===== src/sv/wtpq_pkg.sv =====
// Package: shared constants, types and controller/datapath links for the task queue.
`timescale 1ns / 1ps

package wtpq_pkg;

    localparam int QUEUE_DEPTH = 8;
    localparam int CNT_W       = $clog2(QUEUE_DEPTH + 1);
    localparam int ID_W        = 8;
    localparam int FIELD_W     = 8;
    localparam int SCORE_W     = 12;
    localparam int COUNT_W     = 7;

    typedef enum logic {
        OP_ENQ = 1'b0,
        OP_DEQ = 1'b1
    } t_op;

    typedef enum logic {
        MODE_COUNT      = 1'b0,
        MODE_RESILIENCE = 1'b1
    } t_mode;

    // Controller to datapath
    typedef struct packed {
        logic load;   // capture the item and its score
        logic exec;   // update the slot row and load the result register
    } t_cmd;

    // Datapath to controller
    typedef struct packed {
        logic out_free;   // result register empty or draining this cycle
    } t_status;

endpackage


===== src/sv/wtpq_ifs.sv =====
// Interfaces: request and response channels of the task queue.
`timescale 1ns / 1ps

interface wtpq_req_if import wtpq_pkg::*; ();
    logic               valid;
    logic               ready;
    logic               operation;
    logic [ID_W-1:0]    task_id;
    logic [FIELD_W-1:0] task_priority;
    logic [FIELD_W-1:0] task_weight;
    logic               task_critical;

    modport source (
        output valid, operation, task_id, task_priority, task_weight, task_critical,
        input  ready
    );
    modport sink (
        input  valid, operation, task_id, task_priority, task_weight, task_critical,
        output ready
    );
endinterface

interface wtpq_rsp_if import wtpq_pkg::*; ();
    logic               valid;
    logic               ready;
    logic               done_ok;
    logic [ID_W-1:0]    out_task_id;
    logic [SCORE_W-1:0] out_score;
    logic [COUNT_W-1:0] entry_count;

    modport source (
        output valid, done_ok, out_task_id, out_score, entry_count,
        input  ready
    );
    modport sink (
        input  valid, done_ok, out_task_id, out_score, entry_count,
        output ready
    );
endinterface


===== src/sv/wtpq_ctrl.sv =====
// Controller: two-state sequencer that takes one item and runs it through the slot row.
`timescale 1ns / 1ps

module wtpq_ctrl import wtpq_pkg::*; (
    input  logic    i_clk,
    input  logic    i_rst_n,
    input  logic    i_in_valid,
    input  t_status i_status,
    output logic    o_in_ready,
    output t_cmd    o_cmd
);

    typedef enum logic [1:0] {
        S_IDLE = 2'b01,
        S_EXEC = 2'b10
    } t_state;

    t_state r_state, n_state;

    always_comb begin
        n_state    = r_state;
        o_in_ready = 1'b0;
        o_cmd      = '0;
        case (r_state)
            S_IDLE: begin
                o_in_ready = 1'b1;
                if (i_in_valid) begin
                    o_cmd.load = 1'b1;
                    n_state    = S_EXEC;
                end
            end
            S_EXEC: begin
                // wait here while the previous result is still unclaimed
                if (i_status.out_free) begin
                    o_cmd.exec = 1'b1;
                    n_state    = S_IDLE;
                end
            end
            default: begin
                n_state = S_IDLE;
            end
        endcase
    end

    always_ff @(posedge i_clk) begin
        if (!i_rst_n) begin
            r_state <= S_IDLE;
        end else begin
            r_state <= n_state;
        end
    end

endmodule


===== src/sv/wtpq_dp.sv =====
// Datapath: score unit, compare-and-shift slot row, fill count and result register.
`timescale 1ns / 1ps

module wtpq_dp import wtpq_pkg::*; (
    input  logic               i_clk,
    input  logic               i_rst_n,
    input  t_cmd               i_cmd,
    output t_status            o_status,
    // configuration
    input  logic               i_cfg_we,
    input  logic               i_cfg_wdata,
    // item payload
    input  logic               i_operation,
    input  logic [ID_W-1:0]    i_task_id,
    input  logic [FIELD_W-1:0] i_task_priority,
    input  logic [FIELD_W-1:0] i_task_weight,
    input  logic               i_task_critical,
    // result
    input  logic               i_out_ready,
    output logic               o_out_valid,
    output logic               o_done_ok,
    output logic [ID_W-1:0]    o_out_task_id,
    output logic [SCORE_W-1:0] o_out_score,
    output logic [COUNT_W-1:0] o_entry_count
);

    t_mode              r_mode;
    t_op                r_op;
    logic [ID_W-1:0]    r_id;
    logic [SCORE_W-1:0] r_score, n_score;

    logic [ID_W-1:0]    r_slot_id    [QUEUE_DEPTH];
    logic [SCORE_W-1:0] r_slot_score [QUEUE_DEPTH];
    logic [ID_W-1:0]    n_slot_id    [QUEUE_DEPTH];
    logic [SCORE_W-1:0] n_slot_score [QUEUE_DEPTH];
    logic [CNT_W-1:0]   r_fill, n_fill;

    logic               r_out_valid;
    logic               r_done_ok;
    logic [ID_W-1:0]    r_out_id;
    logic [SCORE_W-1:0] r_out_score;
    logic [COUNT_W-1:0] r_out_count;

    logic [QUEUE_DEPTH-1:0] w_ge;
    logic                   w_full, w_empty, w_do_ins, w_do_pop;
    logic [SCORE_W-1:0]     w_p, w_w;

    // score x10: mode 0 is 5p+5w, mode 1 is 3p+2w+5c
    always_comb begin
        w_p = SCORE_W'(i_task_priority);
        w_w = SCORE_W'(i_task_weight);
        if (r_mode == MODE_COUNT) begin
            n_score = (w_p << 2) + w_p + (w_w << 2) + w_w;
        end else begin
            n_score = (w_p << 1) + w_p + (w_w << 1)
                    + (i_task_critical ? SCORE_W'(5) : SCORE_W'(0));
        end
    end

    assign w_full   = (r_fill == CNT_W'(QUEUE_DEPTH));
    assign w_empty  = (r_fill == '0);
    assign w_do_ins = i_cmd.exec && (r_op == OP_ENQ) && !w_full;
    assign w_do_pop = i_cmd.exec && (r_op == OP_DEQ) && !w_empty;

    // ge marks occupied slots that stay ahead of the new entry (ties keep order)
    always_comb begin
        for (int i = 0; i < QUEUE_DEPTH; i++) begin
            w_ge[i] = (CNT_W'(i) < r_fill) && (r_slot_score[i] >= r_score);
        end
    end

    // one cell per slot, each looks only at its neighbors
    for (genvar g = 0; g < QUEUE_DEPTH; g++) begin : g_cell
        logic w_here;
        if (g == 0) begin : g_head
            assign w_here = 1'b1;
        end else begin : g_body
            assign w_here = w_ge[g-1];
        end

        always_comb begin
            n_slot_id[g]    = r_slot_id[g];
            n_slot_score[g] = r_slot_score[g];
            if (w_do_ins && !w_ge[g]) begin
                if (w_here) begin
                    n_slot_id[g]    = r_id;
                    n_slot_score[g] = r_score;
                end else begin
                    n_slot_id[g]    = r_slot_id[(g == 0) ? 0 : g - 1];
                    n_slot_score[g] = r_slot_score[(g == 0) ? 0 : g - 1];
                end
            end else if (w_do_pop && (g < QUEUE_DEPTH - 1)) begin
                n_slot_id[g]    = r_slot_id[(g < QUEUE_DEPTH - 1) ? g + 1 : g];
                n_slot_score[g] = r_slot_score[(g < QUEUE_DEPTH - 1) ? g + 1 : g];
            end
        end
    end

    always_comb begin
        n_fill = r_fill;
        if (w_do_ins) begin
            n_fill = r_fill + CNT_W'(1);
        end else if (w_do_pop) begin
            n_fill = r_fill - CNT_W'(1);
        end
    end

    assign o_status.out_free = !r_out_valid || i_out_ready;

    always_ff @(posedge i_clk) begin
        if (!i_rst_n) begin
            r_mode      <= MODE_RESILIENCE;
            r_fill      <= '0;
            r_out_valid <= 1'b0;
        end else begin
            if (i_cfg_we) begin
                r_mode <= t_mode'(i_cfg_wdata);
            end
            r_fill <= n_fill;
            if (i_cmd.exec) begin
                r_out_valid <= 1'b1;
            end else if (i_out_ready) begin
                r_out_valid <= 1'b0;
            end
        end
    end

    always_ff @(posedge i_clk) begin
        if (i_cmd.load) begin
            r_op    <= t_op'(i_operation);
            r_id    <= i_task_id;
            r_score <= n_score;
        end
        r_slot_id    <= n_slot_id;
        r_slot_score <= n_slot_score;
        if (i_cmd.exec) begin
            r_done_ok   <= w_do_ins || w_do_pop;
            r_out_count <= COUNT_W'(n_fill);
            if (w_do_ins) begin
                r_out_id    <= r_id;
                r_out_score <= r_score;
            end else if (w_do_pop) begin
                r_out_id    <= r_slot_id[0];
                r_out_score <= r_slot_score[0];
            end else begin
                r_out_id    <= '0;
                r_out_score <= '0;
            end
        end
    end

    assign o_out_valid   = r_out_valid;
    assign o_done_ok     = r_done_ok;
    assign o_out_task_id = r_out_id;
    assign o_out_score   = r_out_score;
    assign o_entry_count = r_out_count;

endmodule


===== src/sv/weighted_task_priority_queue_core.sv =====
// Top level: weighted task priority queue, controller plus datapath.
`timescale 1ns / 1ps

// Channel   Dir  Handshake          Payload
// i_req     in   valid/ready        operation, task_id, task_priority, task_weight,
//                                   task_critical
// o_rsp     out  valid/ready        done_ok, out_task_id, out_score, entry_count
// i_cfg_*   in   write enable only  goal_mode (1 bit, reset 1)
//
// For each item, IDLE registers the item with its score on accept, and EXEC then runs the
// compare-and-shift slot row and loads the result register.
// A new item is taken in the cycle after that, while the last result may still wait.
// If the result register is still occupied, the row update waits until it drains.
// Reset (i_rst_n low, synchronous) empties the queue and sets goal_mode to 1.
// Slot contents need no clearing: only slots below the fill count are read.

module weighted_task_priority_queue_core import wtpq_pkg::*; (
    input  logic  i_clk,
    input  logic  i_rst_n,
    input  logic  i_cfg_we,
    input  logic  i_cfg_wdata,
    wtpq_req_if.sink   i_req,
    wtpq_rsp_if.source o_rsp
);

    t_cmd    w_cmd;
    t_status w_status;

    // Sequencer: IDLE takes an item, EXEC applies it once the result slot is free.
    wtpq_ctrl u_ctrl (
        .i_clk      (i_clk),
        .i_rst_n    (i_rst_n),
        .i_in_valid (i_req.valid),
        .i_status   (w_status),
        .o_in_ready (i_req.ready),
        .o_cmd      (w_cmd)
    );

    // Score unit, sorted slot row (slot 0 holds the highest score), result register.
    wtpq_dp u_dp (
        .i_clk           (i_clk),
        .i_rst_n         (i_rst_n),
        .i_cmd           (w_cmd),
        .o_status        (w_status),
        .i_cfg_we        (i_cfg_we),
        .i_cfg_wdata     (i_cfg_wdata),
        .i_operation     (i_req.operation),
        .i_task_id       (i_req.task_id),
        .i_task_priority (i_req.task_priority),
        .i_task_weight   (i_req.task_weight),
        .i_task_critical (i_req.task_critical),
        .i_out_ready     (o_rsp.ready),
        .o_out_valid     (o_rsp.valid),
        .o_done_ok       (o_rsp.done_ok),
        .o_out_task_id   (o_rsp.out_task_id),
        .o_out_score     (o_rsp.out_score),
        .o_entry_count   (o_rsp.entry_count)
    );

`ifndef SYNTH
    // One item in flight: no second accept right after an accept.
    a_one_in_flight: assert property (@(posedge i_clk) disable iff (!i_rst_n)
        (i_req.valid && i_req.ready) |=> !i_req.ready)
        else $error("item accepted while previous item still in work");

    // The row update only fires when the result register can take its item.
    a_exec_has_room: assert property (@(posedge i_clk) disable iff (!i_rst_n)
        w_cmd.exec |-> w_status.out_free)
        else $error("row update with result register blocked");

    // A failed operation reports no handle and no score.
    a_fail_zero: assert property (@(posedge i_clk) disable iff (!i_rst_n)
        (o_rsp.valid && !o_rsp.done_ok) |->
            (o_rsp.out_task_id == '0 && o_rsp.out_score == '0))
        else $error("failed operation returned a payload");

    // The reported count never exceeds the queue depth.
    a_count_bound: assert property (@(posedge i_clk) disable iff (!i_rst_n)
        o_rsp.valid |-> (o_rsp.entry_count <= COUNT_W'(QUEUE_DEPTH)))
        else $error("entry count above queue depth");
`endif

endmodule

===== src/flat_wrapper.sv =====
// flat-port wrapper written by rule: the top's interface ports become plain ports
module weighted_task_priority_queue_core_flat import wtpq_pkg::*;
  (i_clk, i_rst_n, i_cfg_we, i_cfg_wdata, i_req_valid, i_req_operation, i_req_task_id, i_req_task_priority, i_req_task_weight, i_req_task_critical, i_req_ready, o_rsp_valid, o_rsp_done_ok, o_rsp_out_task_id, o_rsp_out_score, o_rsp_entry_count, o_rsp_ready);
  wtpq_req_if i_req_i ();
  wtpq_rsp_if o_rsp_i ();
  input  logic i_clk;
  input  logic i_rst_n;
  input  logic i_cfg_we;
  input  logic i_cfg_wdata;
  input wire logic [$bits(i_req_i.valid)-1:0] i_req_valid;
  input wire logic [$bits(i_req_i.operation)-1:0] i_req_operation;
  input wire logic [$bits(i_req_i.task_id)-1:0] i_req_task_id;
  input wire logic [$bits(i_req_i.task_priority)-1:0] i_req_task_priority;
  input wire logic [$bits(i_req_i.task_weight)-1:0] i_req_task_weight;
  input wire logic [$bits(i_req_i.task_critical)-1:0] i_req_task_critical;
  output wire logic [$bits(i_req_i.ready)-1:0] i_req_ready;
  output wire logic [$bits(o_rsp_i.valid)-1:0] o_rsp_valid;
  output wire logic [$bits(o_rsp_i.done_ok)-1:0] o_rsp_done_ok;
  output wire logic [$bits(o_rsp_i.out_task_id)-1:0] o_rsp_out_task_id;
  output wire logic [$bits(o_rsp_i.out_score)-1:0] o_rsp_out_score;
  output wire logic [$bits(o_rsp_i.entry_count)-1:0] o_rsp_entry_count;
  input wire logic [$bits(o_rsp_i.ready)-1:0] o_rsp_ready;
  assign i_req_i.valid = i_req_valid;
  assign i_req_i.operation = i_req_operation;
  assign i_req_i.task_id = i_req_task_id;
  assign i_req_i.task_priority = i_req_task_priority;
  assign i_req_i.task_weight = i_req_task_weight;
  assign i_req_i.task_critical = i_req_task_critical;
  assign i_req_ready = i_req_i.ready;
  assign o_rsp_valid = o_rsp_i.valid;
  assign o_rsp_done_ok = o_rsp_i.done_ok;
  assign o_rsp_out_task_id = o_rsp_i.out_task_id;
  assign o_rsp_out_score = o_rsp_i.out_score;
  assign o_rsp_entry_count = o_rsp_i.entry_count;
  assign o_rsp_i.ready = o_rsp_ready;
  weighted_task_priority_queue_core u_core (.i_clk(i_clk), .i_rst_n(i_rst_n), .i_cfg_we(i_cfg_we), .i_cfg_wdata(i_cfg_wdata), .i_req(i_req_i), .o_rsp(o_rsp_i));
endmodule

===== config.mk =====
export PLATFORM = sky130hd
export DESIGN_NAME = weighted_task_priority_queue_core_flat
export DESIGN_NICKNAME = d
export VERILOG_FILES = /design/src/sv/wtpq_pkg.sv /design/src/sv/wtpq_ifs.sv /design/src/sv/wtpq_ctrl.sv /design/src/sv/wtpq_dp.sv /design/src/sv/weighted_task_priority_queue_core.sv /design/src/flat_wrapper.sv
export SDC_FILE = /design/constraint.sdc
export NUM_CORES = 1
export LEC_CHECK = 0
export BUFFER_PORTS_ARGS = -buffer_cell sky130_fd_sc_hd__buf_2
export CAP_MARGIN = 25
export CORE_UTILIZATION = 50
export CTS_CLUSTER_SIZE = 16
export DETAILED_ROUTE_END_ITERATION = 8
export GPL_ROUTABILITY_DRIVEN = 0
export PLACE_DENSITY = 0.78
export SLEW_MARGIN = 20
export SYNTH_ARGS = -nofsm -noshare
export SYNTH_HDL_FRONTEND = slang
export SYNTH_SLANG_ARGS = --single-unit

===== constraint.sdc =====
create_clock -name i_clk -period 10.03 [get_ports i_clk]
set_clock_uncertainty 0.15 [all_clocks]
set_input_delay 1.003 -clock i_clk [delete_from_list [all_inputs] [get_ports i_clk]]
set_output_delay 1.003 -clock i_clk [all_outputs]
set_load 0.1 [all_outputs]

==> impl_results.md, run 1 <==
* Status: completed
* Final hold viol count at 0
* Stages on the worst setup path at 10
* Aggregate global-route resource usage at 0.208
* Clock network latency to the later pin of the worst-skew pair at 520 ps
* Hold Crit Class: reg2reg
* Register bit total from synthesis at 214
* CP required at 10020 ps
* ANT nets after route at 0
* Placed Cells at 1568
* Max Root-Sink Buffers at 3
* Iter 0 DRT Violations at 546
* Crit Reg-Reg Endpoint: u_core.u_dp.r_slot_score[61]$_DFFE_PP_
* XOR/XNOR share of the synthesized area at 0.0101
* Power Density at 154 nW/um^2
* Area after DPL at 14400 sq um
* Number of max-cap violations at 0
* Mux share of post-synthesis cell area at 0.150
* Area Growth Syn to Fin at 9.97%
* HP Start: u_core.u_dp.r_slot_id[0]$_DFFE_PP_
* Slowest stage delay, CP at 640 ps
* Max FO, Critical Path at 41
* Fin crit share at 0.404
* Ys flop type: edfxtp_1
* Post-synth EDFFs at 206
* Slowest CP cell: nand2_1
* TNS Setup at 0 ps
* Synth Instances at 1222
* Hold path depth at 1
* Die Ht at 168 um
* Peak supply drop at 0.110 mV
* Fmax at 247 MHz
* CP Buf/Inv Count at 3
* Die area at 28400 sq um
* Cell breakdown of the critical path: inv_1 -> ha_1 -> a211oi_1 -> nor2_1 -> nor3_1 -> a21oi_4 -> buf_4 -> nand2b_1 -> buf_4 -> nand2_1
* FF-to-FF Start: u_core.u_dp.r_score[9]$_DFFE_PP_
* Endpoints failing setup at 0
* R2R Setup Slk at 5970 ps
* R2R depth at 10
* Io pins at 62
* Largest net degree at the start of global routing at 56
* Lkg Pwr at 0.00602 uW
* CTS buffer count at 23
* Cell Area, Synth at 13800 sq um
* Avg Inst Size Synth at 11.3 sq um
* GR Overflow Total at 0
* First-pass GRT wire length at 48100 um
* Setup WS post-layout at 5970 ps
* Worst Tran Pin Value at 971 ps
* Crit path arrival time at 4040 ps
* Final min period at 4060 ps
* Design area at 15200 sq um
* Fraction of layout cells with a size suffix above 1 at 0.158
* Synth Area in Simple Gates at 0.0726
* Cells resized by post-CTS repair at 0
* # nets final at 1439
* Final slew viol count at 0
* # diodes at 0
* Dpl hpwl at 21600 um
* Synth Area in Compound Gates at 0.110
* Root buffer cell: clkbuf_16
* Netlist cell types at 63
* First-pass DRT Iterations at 5
* Adder-Cell Fraction of Synth Area at 0.153
* Type of destination of the critical path: register
* Hold Crit Endpoint: u_core.u_dp.r_slot_id[8]$_DFFE_PP_
* Largest family of logic cells by synthesized area: adder cells
* CTS tree: built
* Rows at 60
* Most frequent CP cell: buf_4
* Routed len/inst at 18.0 um
* Drt drc at 0
* DR vias at 9302
* Synth warn at 0
* Post-CTS setup buffers at 0
* # fillers at 2241
* Number of global-route vias before repair at 9325
* RSZ-0062 raised after global routing: false
* Clock sink count at 214
* Initial Utilization at 0.512
* Startpoint Class: register
* Initial antenna violation count at 0
* Vias/cell at 5.78
* Ys async rst share at 0
* CP delay by family, top: simple AND/OR/NAND/NOR gates
* DRT Wirelength at 29000 um
* Clock-pin transition on the worst setup and hold timing paths at 60 ps
* Port bufs at 58
* # H-tree levels at 1
* Die Width at 168 um
* Relative slew slack at 0.351
* Core ar. at 27000 sq um
* Hold_ws at 399 ps
* DP Worst Slack at 5760 ps
* Worst setup path class: reg2reg
* Fin cells at 1610
* Sequential-to-total area share from yosys stat at 0.458
* Hold buffers post-CTS at 0
final cells by class:
class / count / area [sq um] / area share
clock buffer: 27 / 591 / 0.0388
clock inverter: 15 / 200 / 0.0132
inverter: 75 / 282 / 0.0185
multi-input combinational: 860 / 6940 / 0.456
sequential: 214 / 6350 / 0.417
tap: 341 / 427 / 0.0280
timing repair buffer: 78 / 440 / 0.0289
synthesized netlist by cell type, types with 8 or more instances:
master	instances	area (sq um)
a21o_1	15	113
ha_1	131	1640
buf_2	21	105
clkbuf_1	37	139
edfxtp_1	206	6190
nor2_1	52	195
fa_1	24	480
a21oi_1	78	390
nor3_1	8	40.0
o21ai_0	113	566
mux2i_1	87	871
dfxtp_1	8	160
mux2_2	68	766
mux2_1	39	439
xnor2_1	10	87.6
inv_1	75	282
nand2b_1	10	62.6
nand2_1	116	435
o21ai_1	21	105
metal layers:
metal	vias to the layer above	routed length [um]	track usage
li1	4498	-	-
met1	4496	13300	0.288
met2	256	13400	0.345
met3	52	1520	0.0214
met4	0	733	0.0668
met5	-	0	0
worst reg2reg max path, stage by stage, from the launching register on:
cell	delay, ps
edfxtp_1	610
inv_1	320
ha_1	400
a211oi_1	330
nor2_1	120
nor3_1	290
a21oi_4	90
buf_4	290
nand2b_1	220
buf_4	210
nand2_1	650
cells in the final DEF (no fill, tap or decap), types with 4 or more instances in the layout:
cell       instances
edfxtp_1         206
ha_1             131
nand2_1          116
o21ai_0          112
mux2i_1           87
inv_1             75
a21oi_1           74
mux2_2            68
buf_2             58
nor2_1            50
mux2_1            39
fa_1              24
clkbuf_16         23
buf_4             20
o21ai_1           19
a21o_1            15
nand2b_1          10
xnor2_1           10
nor3_1             8
dfxtp_1            8
nor2b_1            6
and2_1             6
xor2_1             6
a211oi_1           5
nand4_1            5
clkinv_1           5
bufinv_16          5
o211ai_1           4
nand3_1            4
o21bai_1           4
clkbuf_1           4
flip-flops by register name, summed over array words and instances, names as in the netlist:
| name | flops |
|---|---|
| u_core.u_dp.r_slot_score | 96 |
| u_core.u_dp.o_out_score | 12 |
| u_core.u_dp.r_slot_id | 64 |
| u_core.u_dp.o_entry_count | 4 |
| u_core.u_dp.r_fill | 4 |
| u_core.u_dp.r_score | 12 |
| u_core.u_dp.r_mode | 1 |
| u_core.u_ctrl.r_state | 2 |
| u_core.u_dp.o_out_valid | 1 |
| u_core.u_dp.o_out_task_id | 8 |
| u_core.u_dp.r_op | 1 |
| u_core.u_dp.o_done_ok | 1 |
| u_core.u_dp.r_id | 8 |
where the power goes:
| part | switching, uW | leakage [uW] | total [uW] | internal (uW) |
|---|---|---|---|---|
| logic | 235 | 0.00366 | 401 | 166 |
| registers | 43.7 | 0.00197 | 1040 | 998 |
| clock network | 353 | 0.000383 | 902 | 550 |
| total | 631 | 0.00602 | 2350 | 1710 |
worst max path at each step:
stage / from / slack (ps) / endpoint
global placement: i_req_task_critical / 5810 / u_core.u_dp.r_score[8]$_DFFE_PP_
global route: u_core.u_dp.r_score[9]$_DFFE_PP_ / 5650 / u_core.u_dp.r_slot_score[61]$_DFFE_PP_
floorplan: u_core.u_dp.r_score[1]$_DFFE_PP_ / 5990 / u_core.u_dp.r_slot_id[10]$_DFFE_PP_
finish: u_core.u_dp.r_score[9]$_DFFE_PP_ / 5970 / u_core.u_dp.r_slot_score[61]$_DFFE_PP_
detailed placement: i_req_task_critical / 5760 / u_core.u_dp.r_score[8]$_DFFE_PP_
CTS: u_core.u_dp.r_score[9]$_DFFE_PP_ / 5980 / u_core.u_dp.r_slot_score[61]$_DFFE_PP_
cell families (layout without fill, tap and decap cells):
kind of cell,Yosys count,count (layout)
compound gates,269,269
xor+xnor,16,16
fa+ha+maj,155,155
buf+inv,150,195
flops,214,214
mux,194,194
other cells,1,3
simple gates,223,223
metrics by stage:
step,util,power (uW)
3_5_place_dp,0.534,1460
2_1_floorplan,-,1350
5_1_grt,0.563,2450
4_1_cts,0.563,2360
3_3_place_gp,0.534,1440
6_report,0.563,2350
No activity file was read; power rests on OpenSTA's default activity.
==> run 2, diff against run 1 <==
==> constraint.sdc (replaced) <==
create_clock -name i_clk -period 4.15 [get_ports i_clk]
set_clock_uncertainty 0.15 [all_clocks]
set_input_delay 0.415 -clock i_clk [delete_from_list [all_inputs] [get_ports i_clk]]
set_output_delay 0.415 -clock i_clk [all_outputs]
set_load 0.1 [all_outputs]
==> impl_results.md, run 2 (same netlist as run 1, synthesis figures left out) <==
* HP Start: i_rst_n
* Max FO, Critical Path at 21 (-49%)
* Routed met3 length at 1450 um (-4.8%)
* Core ar. at 27000 sq um (unchanged)
* Cells resized by post-CTS repair at 0 (unchanged)
* Port bufs at 58 (unchanged)
* Crit Reg-Reg Endpoint: u_core.u_dp.r_slot_id[18]$_DFFE_PP_
* Peak supply drop at 0.329 mV (+200%)
* # nets final at 1471 (+2.2%)
* Die Width at 168 um (unchanged)
* Lkg Pwr at 0.00611 uW (+1.6%)
* Worst setup path class: reg2reg
* Final min period at 3510 ps (-543 ps)
* Most frequent cells in the layout: 206 x edfxtp_1, 131 x ha_1, 116 x nand2_1
* GR Overflow Total at 0 (unchanged)
* Biggest regs: u_core.u_dp.r_slot_score: 96 flops, u_core.u_dp.r_slot_id: 64 flops
* Aggregate global-route resource usage at 0.206 (-0.00242)
* CTS buffer count at 23 (unchanged)
* Startpoint Class: register
* Clock network latency to the later pin of the worst-skew pair at 520 ps (about the same)
* Root buffer cell: clkbuf_16
* TNS Setup at 0 ps (unchanged)
* Status: completed
* Initial Utilization at 0.512 (unchanged)
* Initial antenna violation count at 0 (unchanged)
* R2R depth at 10 (unchanged)
* Fmax at 285 MHz (+15%)
* Die Ht at 168 um (unchanged)
* Number of global-route vias before repair at 9345 (+0.21%)
* Cell breakdown of the critical path: inv_1 -> ha_1 -> a21o_1 -> a31oi_1 -> o21ai_0 -> o41ai_2 -> buf_4 -> and2_1 -> buf_4 -> mux2_2
* Hold path depth at 2 (+1)
* DR vias at 9305 (+0.032%)
* RSZ-0062 raised after global routing: false
* First-pass GRT wire length at 47600 um (-0.89%)
* Power Density at 352 nW/um^2 (+130%)
* WL met1 at 13200 um (-1.0%)
* Most frequent CP cell: buf_4
* Crit path arrival time at 3620 ps (-420 ps)
* Slowest CP cell: edfxtp_1
* Fraction of layout cells with a size suffix above 1 at 0.166 (+0.00789)
* Iter 0 DRT Violations at 708 (+30%)
* DRT Wirelength at 28800 um (-0.72%)
* Type of destination of the critical path: register
* Fin crit share at 0.846 (+0.442)
* # H-tree levels at 1 (unchanged)
* CP required at 4260 ps (-5760 ps)
* First-pass DRT Iterations at 8 (+3)
* Drt drc at 0 (unchanged)
* Rows at 60 (unchanged)
* Routed len/inst at 17.5 um (-2.5%)
* Relative slew slack at 0.419 (+0.0682)
* Vias/cell at 5.67 (-1.8%)
* Io pins at 62 (unchanged)
* Clock-pin transition on the worst setup and hold timing paths at 60 ps (about the same)
* Top reg by flops: u_core.u_dp.r_slot_score
* Area after DPL at 14600 sq um (+1.1%)
* Commonest non-fill, non-tap cell in the layout: edfxtp_1
* Final hold viol count at 0 (unchanged)
* Final slew viol count at 0 (unchanged)
* CP delay by family, top: buffers and inverters
* ANT nets after route at 0 (unchanged)
* DR top layer: met4
* CP Buf/Inv Count at 3 (unchanged)
* Number of max-cap violations at 0 (unchanged)
* Max Root-Sink Buffers at 3 (unchanged)
* Wire length on met2 at 13800 um (+3.2%)
* Hold_ws at 79.9 ps (-320 ps)
* FF-to-FF Start: u_core.u_dp.r_score[2]$_DFFE_PP_
* Die area at 28400 sq um (unchanged)
* Worst Tran Pin Value at 869 ps (-102 ps)
* Area Growth Syn to Fin at 11.1%
* Largest net degree at the start of global routing at 55 (-1.8%)
* Hold Crit Endpoint: u_core.u_ctrl.r_state[1]$_SDFFE_PN0P_
* # diodes at 0 (unchanged)
* Clock sink count at 214 (unchanged)
* Max FFs per register at 96 (unchanged)
* Design area at 15400 sq um (+1.0%)
* Hold Crit Class: in2reg
* Dpl hpwl at 21800 um (+0.61%)
* CTS tree: built
* R2R Setup Slk at 640 ps (-5340 ps)
* Endpoints failing setup at 0 (unchanged)
* Slowest stage delay, CP at 540 ps (-100 ps)
run 2: cell count changes in the layout (fill, tap and decap cells not counted), moves of 2 or more:
cell / previous run / this run
dlygate4sd3_1: 0 / 12
buf_4: 20 / 38
bufinv_16: 5 / 0
clkbuf_1: 4 / 8
clkinv_1: 5 / 3
run 2: worst register-to-register path, cell delays in order (launching register included):
cell and delay (ps):
edfxtp_1 540, inv_1 350, ha_1 310, a21o_1 150, a31oi_1 140, o21ai_0 140
o41ai_2 220, buf_4 340, and2_1 260, buf_4 290, mux2_2 380
run 2: how the worst max path moves through the flow:
stage,from,end,slack (ps),cells past startpoint
finish,u_core.u_dp.r_score[2]$_DFFE_PP_,u_core.u_dp.r_slot_id[18]$_DFFE_PP_,640,10
CTS,u_core.u_dp.r_score[2]$_DFFE_PP_,u_core.u_dp.r_slot_id[18]$_DFFE_PP_,650,10
global placement,i_req_task_critical,u_core.u_dp.r_score[8]$_DFFE_PP_,510,13
detailed placement,i_req_task_critical,u_core.u_dp.r_score[8]$_DFFE_PP_,450,13
global route,u_core.u_dp.r_score[2]$_DFFE_PP_,u_core.u_dp.r_slot_id[19]$_DFFE_PP_,430,10
floorplan,u_core.u_dp.r_score[1]$_DFFE_PP_,u_core.u_dp.r_slot_id[10]$_DFFE_PP_,110,9
run 2: cell type report:
| class | count | area (sq um) |
|---|---|---|
| fill | 2246 | 11600 |
| multi-input combinational | 860 | 6940 |
| sequential | 214 | 6350 |
| timing repair buffer | 110 | 731 |
| clock buffer | 32 | 619 |
| tap | 341 | 427 |
| inverter | 75 | 282 |
| clock inverter | 8 | 40.0 |
run 2: repair_timing:
| item | in CTS | in global routing |
|---|---|---|
| hold buffers | 12 | 0 |
| hold endpoints to repair | 10 | 0 |
| buffers inserted | 0 | 0 |
run 2: report_power, final:
group	leakage, uW	switching, uW	internal (uW)	total [uW]
logic	0.00382	628	447	1070
registers	0.00197	53.5	2410	2460
clock network	0.000325	835	1040	1870
run 2: per-layer routing:
| layer | global-route usage | vias to the layer above |
|---|---|---|
| li1 | - | 4564 |
| met3 | 0.0200 | 26 |
| met4 | 0.0387 | 0 |
| met1 | 0.282 | 4479 |
| met2 | 0.357 | 236 |
| met5 | 0 | - |
run 2: stage by stage:
stage	setup WS, ps	cells	util	power (uW)
after CTS	654	1639	0.569	5440
after global routing	430	1640	0.569	5690
after floorplan	112	1224	-	3260
after detailed placement	453	1587	0.540	3570
after global placement	510	1587	0.540	3510
final	638	1640	0.569	5410
